===== config.mk =====
export PLATFORM = sky130hd
export DESIGN_NAME = cursor_bitmap_overlay
export DESIGN_NICKNAME = d
export VERILOG_FILES = /design/src/design/cbo_pkg.sv /design/src/design/cbo_tracker.sv /design/src/design/cbo_overlay.sv /design/src/design/cursor_bitmap_overlay.sv
export SDC_FILE = /design/constraint.sdc
export NUM_CORES = 1
export LEC_CHECK = 0
export ABC_AREA = 0
export BUFFER_PORTS_ARGS = -buffer_cell sky130_fd_sc_hd__buf_4
export CORE_UTILIZATION = 45
export CTS_CLUSTER_SIZE = 8
export DETAILED_ROUTE_END_ITERATION = 10
export GPL_ROUTABILITY_DRIVEN = 0
export PLACE_DENSITY_LB_ADDON = 0.2
export SLEW_MARGIN = 10
export SYNTH_ARGS = -nofsm -noshare
export SYNTH_HDL_FRONTEND = slang
export SYNTH_SLANG_ARGS = --single-unit

===== constraint.sdc =====
create_clock -name clk -period 11 [get_ports clk]
set_clock_uncertainty 0.2 [all_clocks]
set_input_delay 1.1 -clock clk [delete_from_list [all_inputs] [get_ports clk]]
set_output_delay 1.1 -clock clk [all_outputs]
set_load 0.01 [all_outputs]

===== src/design/cbo_pkg.sv =====
// Shared types, constants and pointer bitmaps for the cursor bitmap overlay.
// No dependencies; used by every module of the block.

package cbo_pkg;

  // Default pointer size and built-in bitmap depth
  localparam int CursorRowsDefault = 20;
  localparam int CursorColsDefault = 16;
  localparam int BitmapRows        = 20;
  localparam int MaxRegion         = 8192;

  // Field widths
  localparam int PixelW  = 32;
  localparam int CountW  = 13;
  localparam int OffsetW = 14;
  localparam int SizeW   = 14;
  localparam int PosW    = 16;
  localparam int DeltaW  = 17;
  localparam int ModeW   = 2;
  localparam int CfgIdxW = 3;
  localparam int CfgW    = 32;

  // Register indexes on the configuration port
  localparam logic [CfgIdxW-1:0] REG_X_OFFSET      = 3'd0;
  localparam logic [CfgIdxW-1:0] REG_Y_OFFSET      = 3'd1;
  localparam logic [CfgIdxW-1:0] REG_REGION_WIDTH  = 3'd2;
  localparam logic [CfgIdxW-1:0] REG_REGION_HEIGHT = 3'd3;
  localparam logic [CfgIdxW-1:0] REG_POINTER_X     = 3'd4;
  localparam logic [CfgIdxW-1:0] REG_POINTER_Y     = 3'd5;
  localparam logic [CfgIdxW-1:0] REG_PIXEL_MODE    = 3'd6;
  localparam logic [CfgIdxW-1:0] REG_COLOR_MASK    = 3'd7;

  // Pixel modes
  localparam logic [ModeW-1:0] MODE_8BPP  = 2'd0;
  localparam logic [ModeW-1:0] MODE_16BPP = 2'd1;
  localparam logic [ModeW-1:0] MODE_24BPP = 2'd2;
  localparam logic [ModeW-1:0] MODE_32BPP = 2'd3;

  // Pointer bitmaps, bit c of a row is column c
  localparam logic [15:0] PTR_BLACK [BitmapRows] = '{
    16'd0,     16'd49152, 16'd40960, 16'd36864, 16'd34816,
    16'd33792, 16'd33280, 16'd33024, 16'd32896, 16'd32832,
    16'd33728, 16'd37376, 16'd43264, 16'd51456, 16'd1152,
    16'd1152,  16'd576,   16'd576,   16'd448,   16'd0
  };
  localparam logic [15:0] PTR_WHITE [BitmapRows] = '{
    16'd0,     16'd0,     16'd16384, 16'd24576, 16'd28672,
    16'd30720, 16'd31744, 16'd32256, 16'd32512, 16'd32640,
    16'd31744, 16'd27648, 16'd17920, 16'd1536,  16'd768,
    16'd768,   16'd384,   16'd384,   16'd0,     16'd0
  };

  // Configuration as seen by the datapath, sizes already clamped
  typedef struct packed {
    logic [SizeW-1:0]         width_eff;
    logic [SizeW-1:0]         height_eff;
    logic signed [DeltaW-1:0] dx;   // pointer column relative to region
    logic signed [DeltaW-1:0] dy;   // pointer row relative to region
    logic [ModeW-1:0]         pixel_mode;
    logic [PixelW-1:0]        color_mask;
  } cfg_t;

  // One pixel with its position, held in the input register
  typedef struct packed {
    logic [PixelW-1:0] pixel;
    logic [CountW-1:0] col;
    logic [CountW-1:0] row;
  } item_t;

  // Clamp a region size: 0 acts as 1, above MaxRegion acts as MaxRegion
  function automatic logic [SizeW-1:0] clamp_size(input logic [SizeW-1:0] v);
    logic [SizeW-1:0] r;
    r = v;
    if (v == '0) r = SizeW'(1);
    else if (v > SizeW'(MaxRegion)) r = SizeW'(MaxRegion);
    return r;
  endfunction

endpackage


===== src/design/cbo_tracker.sv =====
// Input register and raster position counters for the cursor overlay.
// Depends on cbo_pkg.

module cbo_tracker (
  input  logic                        clk,
  input  logic                        rst,
  input  logic                        in_beat,      // pixel accepted this cycle
  input  logic [cbo_pkg::PixelW-1:0]  in_pixel,
  input  logic                        in_start,
  input  logic                        advance,      // input register drains
  input  cbo_pkg::cfg_t               cfg,
  output logic                        item_valid,
  output cbo_pkg::item_t              item
);

  logic [cbo_pkg::CountW-1:0] column_count;
  logic [cbo_pkg::CountW-1:0] row_count;
  logic [cbo_pkg::CountW-1:0] col_cur;
  logic [cbo_pkg::CountW-1:0] row_cur;
  logic [cbo_pkg::CountW-1:0] column_count_next;
  logic [cbo_pkg::CountW-1:0] row_count_next;
  logic [cbo_pkg::SizeW-1:0]  col_inc;
  logic [cbo_pkg::SizeW-1:0]  row_inc;

  // Position of this pixel; frame start places it at the origin
  assign col_cur = in_start ? '0 : column_count;
  assign row_cur = in_start ? '0 : row_count;
  assign col_inc = {1'b0, col_cur} + cbo_pkg::SizeW'(1);
  assign row_inc = {1'b0, row_cur} + cbo_pkg::SizeW'(1);

  // Raster advance with wrap at region width and height
  always_comb begin
    if (col_inc >= cfg.width_eff) begin
      column_count_next = '0;
      row_count_next    = (row_inc >= cfg.height_eff) ? '0 : row_inc[cbo_pkg::CountW-1:0];
    end else begin
      column_count_next = col_inc[cbo_pkg::CountW-1:0];
      row_count_next    = row_cur;
    end
  end

  always_ff @(posedge clk) begin
    if (rst) begin
      column_count <= '0;
      row_count    <= '0;
      item_valid   <= 1'b0;
    end else begin
      if (in_beat) begin
        column_count <= column_count_next;
        row_count    <= row_count_next;
        item_valid   <= 1'b1;
      end else if (advance) begin
        item_valid <= 1'b0;
      end
    end
  end

  // Payload of the input register
  always_ff @(posedge clk) begin
    if (in_beat) begin
      item.pixel <= in_pixel;
      item.col   <= col_cur;
      item.row   <= row_cur;
    end
  end

endmodule


===== src/design/cbo_overlay.sv =====
// Per-pixel pointer window test, bitmap lookup and color blend.
// Depends on cbo_pkg; purely combinational.

module cbo_overlay #(
  parameter int CURSOR_ROWS = cbo_pkg::CursorRowsDefault,
  parameter int CURSOR_COLS = cbo_pkg::CursorColsDefault
) (
  input  cbo_pkg::item_t              item,
  input  cbo_pkg::cfg_t               cfg,
  output logic [cbo_pkg::PixelW-1:0]  pixel_out,
  output logic                        under
);

  localparam int DiffW = cbo_pkg::CountW + 2;

  logic              origin_in;
  logic              in_region;
  logic [DiffW-1:0]  lc;
  logic [DiffW-1:0]  lr;
  logic              col_hit;
  logic              row_hit;
  logic              blk;
  logic              wht;
  logic [15:0]       blk_row;
  logic [15:0]       wht_row;
  logic [15:0]       mask16;

  // Pointer origin must lie inside the region
  assign origin_in = !cfg.dx[cbo_pkg::DeltaW-1] && !cfg.dy[cbo_pkg::DeltaW-1] &&
                     (cfg.dx[cbo_pkg::DeltaW-2:0] < 16'(cfg.width_eff)) &&
                     (cfg.dy[cbo_pkg::DeltaW-2:0] < 16'(cfg.height_eff));
  assign in_region = ({1'b0, item.col} < cfg.width_eff) &&
                     ({1'b0, item.row} < cfg.height_eff);

  // Offset inside the pointer; dx, dy fit 13 bits whenever origin_in holds
  assign lc = {2'b00, item.col} - {2'b00, cfg.dx[cbo_pkg::CountW-1:0]};
  assign lr = {2'b00, item.row} - {2'b00, cfg.dy[cbo_pkg::CountW-1:0]};
  assign col_hit = !lc[DiffW-1] && (lc[DiffW-2:0] < (DiffW-1)'(CURSOR_COLS));
  assign row_hit = !lr[DiffW-1] && (lr[DiffW-2:0] < (DiffW-1)'(CURSOR_ROWS));
  assign under = origin_in && in_region && col_hit && row_hit;

  // Bitmap rows; pointer rows past the built-in bitmap are transparent
  always_comb begin
    blk_row = '0;
    wht_row = '0;
    if (lr[DiffW-2:0] < (DiffW-1)'(cbo_pkg::BitmapRows)) begin
      blk_row = cbo_pkg::PTR_BLACK[lr[4:0]];
      wht_row = cbo_pkg::PTR_WHITE[lr[4:0]];
    end
  end
  assign blk = blk_row[lc[3:0]];
  assign wht = wht_row[lc[3:0]];
  assign mask16 = cfg.color_mask[15:0];

  // Blend by pixel mode; white wins over black
  always_comb begin
    pixel_out = item.pixel;
    if (under) begin
      unique case (cfg.pixel_mode)
        cbo_pkg::MODE_32BPP: begin
          if (wht)      pixel_out = item.pixel | cfg.color_mask;
          else if (blk) pixel_out = item.pixel & ~cfg.color_mask;
        end
        cbo_pkg::MODE_16BPP: begin
          if (wht)      pixel_out = item.pixel | {16'h0000, mask16};
          else if (blk) pixel_out = item.pixel & ~{16'h0000, mask16};
        end
        cbo_pkg::MODE_8BPP: begin
          if (wht)      pixel_out = {item.pixel[31:8], 8'h01};
          else if (blk) pixel_out = {item.pixel[31:8], 8'h00};
        end
        default: pixel_out = item.pixel;
      endcase
    end
  end

endmodule


===== src/design/cursor_bitmap_overlay.sv =====
// Top level of the cursor bitmap overlay: configuration registers,
// handshake and result register. Depends on cbo_pkg, cbo_tracker, cbo_overlay.

// Lays a 16x20 two-bitmap mouse pointer over a raster-order pixel stream.
// One pixel is taken every clock at full rate while the output is not stalled.
// The input register loads on the accepting edge and the result register
// loads from it through the combinational window test and blend once the
// output is free; a sink stall can hold a pixel in the input register. A
// pixel with tuser set starts a new frame at column 0, row 0. Registers are
// written through cfg_we/cfg_index/cfg_data and must only change while the
// stream is idle. The pointer is drawn only when its top-left corner lies
// within the capture region, and is clipped at the region's right and bottom
// edges.

module cursor_bitmap_overlay #(
  parameter int CURSOR_ROWS = cbo_pkg::CursorRowsDefault,
  parameter int CURSOR_COLS = cbo_pkg::CursorColsDefault
) (
  input  logic                         clk,
  input  logic                         rst,
  // pixel input
  input  logic                         s_axis_tvalid,
  output logic                         s_axis_tready,
  input  logic [31:0]                  s_axis_tdata,   // [31:0] pixel_in
  input  logic                         s_axis_tuser,   // [0] frame_start
  // pixel output
  output logic                         m_axis_tvalid,
  input  logic                         m_axis_tready,
  output logic [31:0]                  m_axis_tdata,   // [31:0] pixel_out
  output logic                         m_axis_tuser,   // [0] under_pointer
  // configuration writes
  input  logic                         cfg_we,
  input  logic [cbo_pkg::CfgIdxW-1:0]  cfg_index,
  input  logic [cbo_pkg::CfgW-1:0]     cfg_data
);

  logic [cbo_pkg::OffsetW-1:0] x_offset;
  logic [cbo_pkg::OffsetW-1:0] y_offset;
  logic [cbo_pkg::SizeW-1:0]   region_width;
  logic [cbo_pkg::SizeW-1:0]   region_height;
  logic [cbo_pkg::PosW-1:0]    cursor_x;
  logic [cbo_pkg::PosW-1:0]    cursor_y;
  logic [cbo_pkg::ModeW-1:0]   pixel_mode;
  logic [cbo_pkg::PixelW-1:0]  color_mask;

  cbo_pkg::cfg_t               cfg;
  cbo_pkg::item_t              item;
  logic                        item_valid;
  logic                        out_free;
  logic                        advance;
  logic                        in_beat;
  logic [cbo_pkg::PixelW-1:0]  blend_pixel;
  logic                        blend_under;

  // Configuration register file
  always_ff @(posedge clk) begin
    if (rst) begin
      x_offset      <= '0;
      y_offset      <= '0;
      region_width  <= cbo_pkg::SizeW'(640);
      region_height <= cbo_pkg::SizeW'(480);
      cursor_x      <= '1;
      cursor_y      <= '1;
      pixel_mode    <= cbo_pkg::MODE_32BPP;
      color_mask    <= 32'h00FF_FFFF;
    end else if (cfg_we) begin
      unique case (cfg_index)
        cbo_pkg::REG_X_OFFSET:      x_offset      <= cfg_data[cbo_pkg::OffsetW-1:0];
        cbo_pkg::REG_Y_OFFSET:      y_offset      <= cfg_data[cbo_pkg::OffsetW-1:0];
        cbo_pkg::REG_REGION_WIDTH:  region_width  <= cfg_data[cbo_pkg::SizeW-1:0];
        cbo_pkg::REG_REGION_HEIGHT: region_height <= cfg_data[cbo_pkg::SizeW-1:0];
        cbo_pkg::REG_POINTER_X:     cursor_x      <= cfg_data[cbo_pkg::PosW-1:0];
        cbo_pkg::REG_POINTER_Y:     cursor_y      <= cfg_data[cbo_pkg::PosW-1:0];
        cbo_pkg::REG_PIXEL_MODE:    pixel_mode    <= cfg_data[cbo_pkg::ModeW-1:0];
        cbo_pkg::REG_COLOR_MASK:    color_mask    <= cfg_data;
        default: ;
      endcase
    end
  end

  // Datapath view of the configuration
  always_comb begin
    cfg.width_eff  = cbo_pkg::clamp_size(region_width);
    cfg.height_eff = cbo_pkg::clamp_size(region_height);
    cfg.dx         = $signed({cursor_x[cbo_pkg::PosW-1], cursor_x}) -
                     $signed({3'b000, x_offset});
    cfg.dy         = $signed({cursor_y[cbo_pkg::PosW-1], cursor_y}) -
                     $signed({3'b000, y_offset});
    cfg.pixel_mode = pixel_mode;
    cfg.color_mask = color_mask;
  end

  // Two-stage flow control
  assign out_free      = !m_axis_tvalid || m_axis_tready;
  assign advance       = item_valid && out_free;
  assign s_axis_tready = !item_valid || out_free;
  assign in_beat       = s_axis_tvalid && s_axis_tready;

  cbo_tracker u_tracker (
    .clk        (clk),
    .rst        (rst),
    .in_beat    (in_beat),
    .in_pixel   (s_axis_tdata),
    .in_start   (s_axis_tuser),
    .advance    (advance),
    .cfg        (cfg),
    .item_valid (item_valid),
    .item       (item)
  );

  cbo_overlay #(
    .CURSOR_ROWS (CURSOR_ROWS),
    .CURSOR_COLS (CURSOR_COLS)
  ) u_overlay (
    .item      (item),
    .cfg       (cfg),
    .pixel_out (blend_pixel),
    .under     (blend_under)
  );

  // Result register
  always_ff @(posedge clk) begin
    if (rst) begin
      m_axis_tvalid <= 1'b0;
    end else if (out_free) begin
      m_axis_tvalid <= item_valid;
    end
  end

  always_ff @(posedge clk) begin
    if (advance) begin
      m_axis_tdata <= blend_pixel;
      m_axis_tuser <= blend_under;
    end
  end

endmodule


==> results.yml, run 1 <==
run_status:
  outcome: "completed"
cells_and_area:
  nNetsFinal: 2084
  multi_input_area_sq_mm: 0.00882
  fillers: 3122
  ff_latch_area_sq_mm: 0.00574
  area_growth_pct: 14.5
  antenna_cells: 0
  fin_util: 0.522
  fin_area_sq_mm: 0.0175
  layout-drive-gt1-share: 0.0968
  finalNonFillerCells: 2338
yosys:
  synthesis.area_sq_mm: 0.0153
  ys_ff_latch: 241
  synth_area_per_cell_sq_um: 8.53
  synth_top_area_cell: "dfxtp_1"
  synth.distinct_cells: 77
  syn_inst: 1789
  synthesis.nets: 2005
  synth_top_cell_area_share: 0.197
  async_reset_ff_frac: 0
  seq_area_frac_synth: 0.376
  synthFlopType: "dfxtp_1"
  yosysWarnings: 0
  netlist_top_cells_area: "dfxtp_1, edfxtp_1, ha_1, nand2_1, a21oi_1"
  synth_edf_count: 91
detailed_routing:
  routedWlPerCell_um: 18.1
  first_pass_iters: 5
  ant_nets: 0
  drtIter0Drc: 828
  routed_via_density: 5.71
  wirelength_um: 42400
  route.detailed.drc: 0
  num_vias: 13300
floorplanning:
  die_w_um: 186
  die_area_sq_mm: 0.0346
  core_area_sq_mm: 0.0334
  rows: 67
  die_y_um: 186
  io_pins: 108
  initial_core_util: 0.456
pwr:
  total_power_mw: 2.41
  p_leak_nw: 7.10
  vdd_drop_max_mv: 0.125
  p_per_area_mw_per_mm2: 138
clock_network:
  h-tree-depth: 2
  cts.sinks: 241
  numCtsBuffers: 36
  clk_latency_ps: 520
  post_cts_resized: 0
  cts_setup_buffers: 0
  cts.path.max_buffers: 3
  postCtsHoldBufs: 0
  clockRootBuffer: "clkbuf_16"
  clk_pin_slew_ps: 50
  cts_tree: "done"
setup_path:
  reg2reg_depth: 27
  crit_path_start_kind: "register"
  required_ps: 11180
  r2r_end: "m_axis_tdata[12]"
  crit_type: "reg -> reg"
  worst_setup_path_end_kind: "register"
  crit_arrival_ps: 7090
  r2r_slack_ps: 4090
  reg2reg_from: "cursor_x[0]"
  path_max_fanout: 35
  startpoint: "cursor_x[0]"
  crit_path_end: "m_axis_tdata[12]"
grt:
  grt_use_met1: 0.320
  overflow: 0
  grt_max_degree: 84
  grt_pass1_wl_um: 66600
  grt_use_met2: 0.403
  antenna_found_initial: 0
  track_usage: 0.245
  grt_use_met3: 0.0372
  gr-max-usage-layer: "met2"
  grt_pass1_vias: 12700
run:
  cap_violations: 0
timing:
  setup_tns_ps: 0
  finalCritPeriodShare: 0.628
  hold_violations: 0
  setup_ws_ps: 4090
  fin_crit_ps: 6910
  tightest_slew_ps: 1120
  rsz0062_at_grt: "no"
  hold_slack_ps: 254
  relSlewSlack: 0.249
  drv_slew: 0
  clock.fmax_mhz: 145
  setup_viol: 0
worst_hold_path:
  hold_class: "reg -> reg"
placement:
  dpl_worst_slack_ps: 3840
  dp_cells: 2278
  hpwl_um: 30900
  numPortBuffers: 107
  placed_area_sq_mm: 0.0164
-- metal layers --
layer	share of wire	vias up
met5	0	-
met4	0.037	0
met3	0.055	100
met2	0.46	389
met1	0.45	6290
li1	-	6567
-- layout by cell type (no fill, tap or decap), drive strengths merged, types with 13 or more instances in the layout --
| master | synthesis | routed |
|---|---|---|
| o31ai | 20 | 20 |
| nor3 | 18 | 18 |
| xnor2 | 31 | 31 |
| ha | 139 | 139 |
| nand2b | 23 | 23 |
| a31oi | 16 | 16 |
| nor4 | 14 | 14 |
| xor2 | 24 | 24 |
| nand2 | 303 | 303 |
| edfxtp | 91 | 91 |
| clkbuf | 71 | 57 |
| nand3 | 77 | 77 |
| a211o | 22 | 22 |
| mux2i | 15 | 15 |
| nor2 | 98 | 98 |
| and2 | 13 | 13 |
| a21o | 32 | 32 |
| o211ai | 14 | 14 |
| a21oi | 132 | 132 |
| o21ai | 58 | 58 |
| buf | 8 | 120 |
| nor2b | 63 | 63 |
| nand3b | 49 | 49 |
| inv | 112 | 113 |
| nand4 | 25 | 25 |
| dfxtp | 150 | 150 |
-- report_power, final --
group          leakage (nW)  switching, mW  internal, mW
clock network         0.490          0.394         0.613
logic                  4.51          0.264         0.160
registers              2.10         0.0190         0.960
-- worst min-delay path by stage --
stage | from | endpoint | slack, ps | cells past startpoint
floorplan | u_tracker.column_count[4] | u_tracker.column_count[4] | 230 | 2
global placement | y_offset[2] | y_offset[2] | 240 | 2
detailed placement | x_offset[11] | x_offset[11] | 250 | 2
CTS | x_offset[10] | x_offset[10] | 260 | 2
global route | y_offset[11] | y_offset[11] | 270 | 2
finish | x_offset[5] | x_offset[5] | 250 | 2
-- logic make-up (layout without fill, tap and decap cells) --
family                     Yosys count  count (layout)  synth area share
AOI/OAI and AO/OA                  409             409             0.179
xor gates and xnor gates            55              55            0.0316
adders and majority gates          144             144             0.120
buffers and inverters              191             292            0.0478
DFF                                241             241             0.376
muxes                               19              19            0.0135
and+or+nand+nor                    730             730             0.233
-- registers in the layout (all words and copies together) (netlist names), 2 cells and up --
signal                  count
u_tracker.item             58
color_mask                 32
m_axis_tdata               32
cursor_x                   16
cursor_y                   16
region_height              14
region_width               14
x_offset                   14
y_offset                   14
u_tracker.column_count     13
u_tracker.row_count        13
pixel_mode                  2
-- area by class of cell --
class | instances | area share
Sequential cell | 241 | 0.329
Clock buffer | 57 | 0.0567
Multi-Input combinational cell | 1357 | 0.505
Tap cell | 448 | 0.0321
Timing Repair Buffer | 120 | 0.0516
Inverter | 112 | 0.0241
Clock inverter | 3 | 0.00172
-- Yosys cell counts, drive strengths merged, types with 18 or more instances --
| cell | instances |
|---|---|
| a211o | 22 |
| a21o | 32 |
| a21oi | 132 |
| clkbuf | 71 |
| dfxtp | 150 |
| edfxtp | 91 |
| ha | 139 |
| inv | 112 |
| nand2 | 303 |
| nand2b | 23 |
| nand3 | 77 |
| nand3b | 49 |
| nand4 | 25 |
| nor2 | 98 |
| nor2b | 63 |
| nor3 | 18 |
| o21ai | 58 |
| o31ai | 20 |
| xnor2 | 31 |
| xor2 | 24 |
-- critical path, stage by stage (launching register included) --
cell and delay, ps:
dfxtp_1 300, inv_1 80, ha_1 170, inv_1 60, fa_1 400, a21o_1 190, a21oi_1 260, o21ai_0 120
a31oi_1 400, nor2b_1 90, o21ai_0 180, nand2b_1 110, a21oi_1 160, o21bai_1 80, xor2_1 190, inv_1 60
ha_1 300, inv_1 90, a32o_1 240, or4_1 500, nor4_1 310, nand4_1 130, nor4_1 330, o2111ai_1 150
or4b_1 510, buf_4 270, nor3_2 630, a21o_1 220
(Power assumes the default switching activity.)
==> inputs of run 2 (changes only) <==
==> constraint.sdc (replaced) <==
create_clock -name clk -period 6.85 [get_ports clk]
set_clock_uncertainty 0.2 [all_clocks]
set_input_delay 0.685 -clock clk [delete_from_list [all_inputs] [get_ports clk]]
set_output_delay 0.685 -clock clk [all_outputs]
set_load 0.01 [all_outputs]
==> results.yml, run 2 (synthesized netlist as in run 1, its figures left out) <==
run_status:
  outcome: "completed"
cells_and_area:
  antenna_cells: 0
  nNetsFinal: 2088
  multi_input_area_sq_mm: 0.00883
  area_growth_pct: 14.8
  largest-register: "u_tracker.item"
  fillers: 3150
  mostFrequentLayoutCells: "nand2_1, dfxtp_1, ha_1"
  top_regs: "u_tracker.item: 58 flops, color_mask: 32 flops, m_axis_tdata: 32 flops"
  largest_reg_flops: 58
  layout_commonest_cell: "nand2_1"
  fin_area_sq_mm: 0.0175
  layout-drive-gt1-share: 0.0992
  ff_latch_area_sq_mm: 0.00574
clock_network:
  clk_pin_slew_ps: 50
  cts_tree: "done"
  numCtsBuffers: 36
  postCtsHoldBufs: 0
  cts.path.max_buffers: 3
  clk_latency_ps: 530
  h-tree-depth: 2
  cts.sinks: 241
  clockRootBuffer: "clkbuf_16"
setup_path:
  crit_type: "reg -> reg"
  critical_path.top_delay_family: "simple AND/OR/NAND/NOR gates"
  crit_path_start_kind: "register"
  critPathBufInv: 5
  required_ps: 6920
  path_max_fanout: 23
  slowest_delay_ps: 520
  worst_setup_path_end_kind: "register"
  path_common_cell: "inv_1"
  crit_arrival_ps: 6550
  slowest_stage: "or4b_1"
pwr:
  p_leak_nw: 7.13
  swShare: 0.281
  p_int_mw: 2.81
  power.share.combinational: 0.175
  p_switching_mw: 1.10
  pwr-share-seq: 0.402
  clockPowerShare: 0.423
  p_per_area_mw_per_mm2: 223
  vdd_drop_max_mv: 0.162
floorplanning:
  rows: 67
  core_area_sq_mm: 0.0334
  io_pins: 108
  die_area_sq_mm: 0.0346
  initial_core_util: 0.456
  die_w_um: 186
  die_y_um: 186
detailed_routing:
  num_vias: 13400
  routed_via_density: 5.71
  first_pass_iters: 5
  ant_nets: 0
  wirelength_um: 42900
  drtIter0Drc: 928
  route.detailed.drc: 0
  routedWlPerCell_um: 18.3
placement:
  numPortBuffers: 107
  hpwl_um: 31300
  placed_area_sq_mm: 0.0165
grt:
  overflow: 0
  track_usage: 0.252
  grt_pass1_wl_um: 68400
  grt_max_degree: 77
  antenna_found_initial: 0
  grt_pass1_vias: 13000
timing:
  hold_violations: 0
  setup_tns_ps: 0
  relSlewSlack: 0.166
  drv_slew: 0
  fin_crit_ps: 6490
  finalCritPeriodShare: 0.947
  rsz0062_at_grt: "no"
  tightest_slew_ps: 1220
  clock.fmax_mhz: 154
  setup_viol: 0
worst_hold_path:
  hold_class: "in -> reg"
run:
  cap_violations: 0
-- run 2: timing repair --
action	in CTS	in global routing
setup buffers	0	0
resized for setup	0	2
endpoints found under the setup margin	0	23
-- run 2: stage by stage --
step | util | cells | worst slack, ps | hold slack, ps | power (mW)
6_report | 0.524 | 2343 | 365 | 134 | 3.91
3_3_place_gp | 0.492 | 2282 | 423 | 241 | 2.26
4_1_cts | 0.523 | 2343 | 296 | 122 | 3.94
3_5_place_dp | 0.492 | 2282 | 368 | 247 | 2.27
5_1_grt | 0.524 | 2343 | 22.8 | 127 | 4.08
2_1_floorplan | - | 1789 | 841 | 232 | 2.05
-- run 2: final timing paths --
check                        start                 end  slack [ps]  depth (start not counted)
setup / recovery       cursor_x[0]     m_axis_tdata[3]         360                         27
hold / removal    s_axis_tdata[11]  u_tracker.item[37]         130                          1
setup reg to reg       cursor_x[0]     m_axis_tdata[3]         360                         27
hold reg to reg        x_offset[8]         x_offset[8]         250                          2
-- run 2: layout make-up --
| type | count | area share |
|---|---|---|
| well taps | 448 | 0.0320 |
| inverters | 112 | 0.0240 |
| flip-flops and latches | 241 | 0.327 |
| repair buffers | 124 | 0.0532 |
| clock buffers | 57 | 0.0559 |
| multi-input cells | 1357 | 0.504 |
| clock inverters | 4 | 0.00343 |
-- run 2: metal layers --
layer / part of all wire / track usage / vias up
met5: 0 / 0 / -
met4: 0.035 / 0.0987 / 0
met3: 0.050 / 0.0397 / 94
met2: 0.46 / 0.409 / 352
met1: 0.45 / 0.334 / 6370
li1: - / - / 6563
-- run 2: power by group through the flow --
| stage | logic, mW | registers, mW | clock network (mW) |
|---|---|---|---|
| 5_1_grt | 0.759 | 1.58 | 1.75 |
| 2_1_floorplan | 0.457 | 1.59 | 0 |
| 3_5_place_dp | 0.673 | 1.60 | 0 |
| 6_report | 0.685 | 1.57 | 1.66 |
| 4_1_cts | 0.677 | 1.57 | 1.69 |
| 3_3_place_gp | 0.660 | 1.60 | 0 |
==> inputs of run 3 (changes only) <==
--- a/config.mk
+++ b/config.mk
@@ -7,7 +7,7 @@
 export LEC_CHECK = 0
 export ABC_AREA = 0
 export BUFFER_PORTS_ARGS = -buffer_cell sky130_fd_sc_hd__buf_4
-export CORE_UTILIZATION = 45
+export CORE_UTILIZATION = 55
 export CTS_CLUSTER_SIZE = 8
 export DETAILED_ROUTE_END_ITERATION = 10
 export GPL_ROUTABILITY_DRIVEN = 0
==> results.yml, run 3 (synthesized netlist as in run 1, its figures left out) <==
run_status:
  outcome: "completed"
floorplanning:
  initial_core_util: 0.563
  die_y_um: 169
  io_pins: 108
  core_area_sq_mm: 0.0271
  rows: 60
  die_area_sq_mm: 0.0284
  die_w_um: 169
detailed_routing:
  num_vias: 13600
  routedWlPerCell_um: 18.4
  first_pass_iters: 8
  drtIter0Drc: 1242
  wirelength_um: 41700
  routed_via_density: 6.02
  route.detailed.drc: 0
  ant_nets: 0
setup_path:
  path_cells: "inv_1, ha_1, nor2b_1, o31a_1, o311ai_0, nand2_1, a31oi_1, nor2b_2, o21bai_1, a21oi_1, xnor2_1, ha_1, or4_1, or4_1, nor4_1, nand4_1, nor4_2, o2111ai_1, or4b_1, buf_6, or3_1, a21o_1"
  worst_setup_path_end_kind: "register"
  crit_arrival_ps: 6510
  slowest_delay_ps: 550
  crit_path_start_kind: "register"
  required_ps: 6920
  crit_type: "reg -> reg"
  critPathBufInv: 2
  critical_path.top_delay_family: "simple AND/OR/NAND/NOR gates"
  slowest_stage: "or4_1"
  path_max_fanout: 35
clock_network:
  clk_pin_slew_ps: 50
  cts.sinks: 241
  cts.path.max_buffers: 3
  cts_tree: "done"
  h-tree-depth: 2
  numCtsBuffers: 36
  cts_setup_buffers: 0
  clockRootBuffer: "clkbuf_16"
  clk_latency_ps: 520
timing:
  drv_slew: 0
  tightest_slew_ps: 1200
  relSlewSlack: 0.200
  finalCritPeriodShare: 0.940
  fin_crit_ps: 6440
  hold_violations: 0
  clock.fmax_mhz: 155
  rsz0062_at_grt: "no"
  setup_viol: 0
  setup_tns_ps: 0
pwr:
  p_per_area_mw_per_mm2: 224
  p_leak_nw: 7.12
  vdd_drop_max_mv: 0.212
grt:
  antenna_found_initial: 0
  grt_pass1_vias: 13100
  grt_pass1_wl_um: 66700
  overflow: 0
  grt_max_degree: 85
  track_usage: 0.293
placement:
  hpwl_um: 30100
  dp_cells: 2201
  numPortBuffers: 107
cells_and_area:
  fillers: 2300
  antenna_cells: 0
  largest-register: "u_tracker.item"
  area_growth_pct: 14.0
  layout_commonest_cell: "nand2_1"
  finalNonFillerCells: 2260
  mostFrequentLayoutCells: "nand2_1, dfxtp_1, ha_1"
  top_regs: "u_tracker.item: 58 flops, color_mask: 32 flops, m_axis_tdata: 32 flops"
  layout-drive-gt1-share: 0.0980
  nNetsFinal: 2083
  largest_reg_flops: 58
run:
  cap_violations: 0
worst_hold_path:
  hold_class: "in -> reg"
run 3: changes by cell type in the layout (fill, tap and decap cells not counted), sizes merged:
cell,delta
clkinv,-1
buf,-5
clkbuf,-1
run 3: repair_timing:
action                                  in CTS  in global routing
gates resized for setup                      0                  4
hold buffers                                 0                  0
endpoints found under the setup margin       0                 31
endpoints found under the hold margin        0                  0
run 3: final timing paths:
check | cells after the start | slack, ps | end | from
setup reg to reg | 22 | 410 | m_axis_tdata[2] | x_offset[1]
hold / removal | 1 | 150 | u_tracker.item[56] | s_axis_tdata[30]
setup / recovery | 22 | 410 | m_axis_tdata[2] | x_offset[1]
hold reg to reg | 2 | 250 | u_tracker.column_count[4] | u_tracker.column_count[4]
run 3: through the flow:
stage / setup WS, ps / hold slack [ps] / util / cell area, sq um / power [mW]
global placement: 401 / 240 / 0.603 / 16300 / 2.25
floorplan: 841 / 232 / - / 15300 / 2.05
detailed placement: 366 / 246 / 0.603 / 16300 / 2.26
finish: 410 / 145 / 0.642 / 17400 / 3.90
global route: 13.8 / 138 / 0.642 / 17400 / 4.06
CTS: 330 / 137 / 0.641 / 17400 / 3.90
run 3: metal layers:
layer	wire, um	vias to the layer above	share of wire	global-route usage
li1	-	6554	-	-
met2	19800	452	0.48	0.497
met3	2500	105	0.060	0.0430
met4	1550	0	0.037	0.123
met1	17800	6490	0.43	0.374
met5	0	-	0	0
run 3: worst register-to-register path, stage by stage, from the launching register on:
cell	delay, ps
dfxtp_1	330
inv_1	80
ha_1	290
nor2b_1	140
o31a_1	270
o311ai_0	310
nand2_1	150
a31oi_1	270
nor2b_2	230
o21bai_1	80
a21oi_1	190
xnor2_1	90
ha_1	210
or4_1	520
or4_1	550
nor4_1	300
nand4_1	150
nor4_2	290
o2111ai_1	150
or4b_1	540
buf_6	230
or3_1	450
a21o_1	200
run 3: cell type report:
| cell class | count | area [sq um] | share of cell area |
|---|---|---|---|
| well taps | 372 | 465 | 0.0268 |
| inverters | 112 | 420 | 0.0242 |
| repair buffers | 119 | 897 | 0.0516 |
| clock buffers | 56 | 986 | 0.0567 |
| flip-flops and latches | 241 | 5740 | 0.330 |
| multi-input cells | 1357 | 8840 | 0.508 |
| clock inverters | 3 | 55.1 | 0.00316 |
run 3: power by group:
group	switching (mW)	internal, mW	total [mW]	leakage [nW]
clock	0.625	1.02	1.64	0.499
sequential	0.0304	1.54	1.57	2.10
combinational	0.426	0.256	0.682	4.51
total	1.08	2.82	3.90	7.12
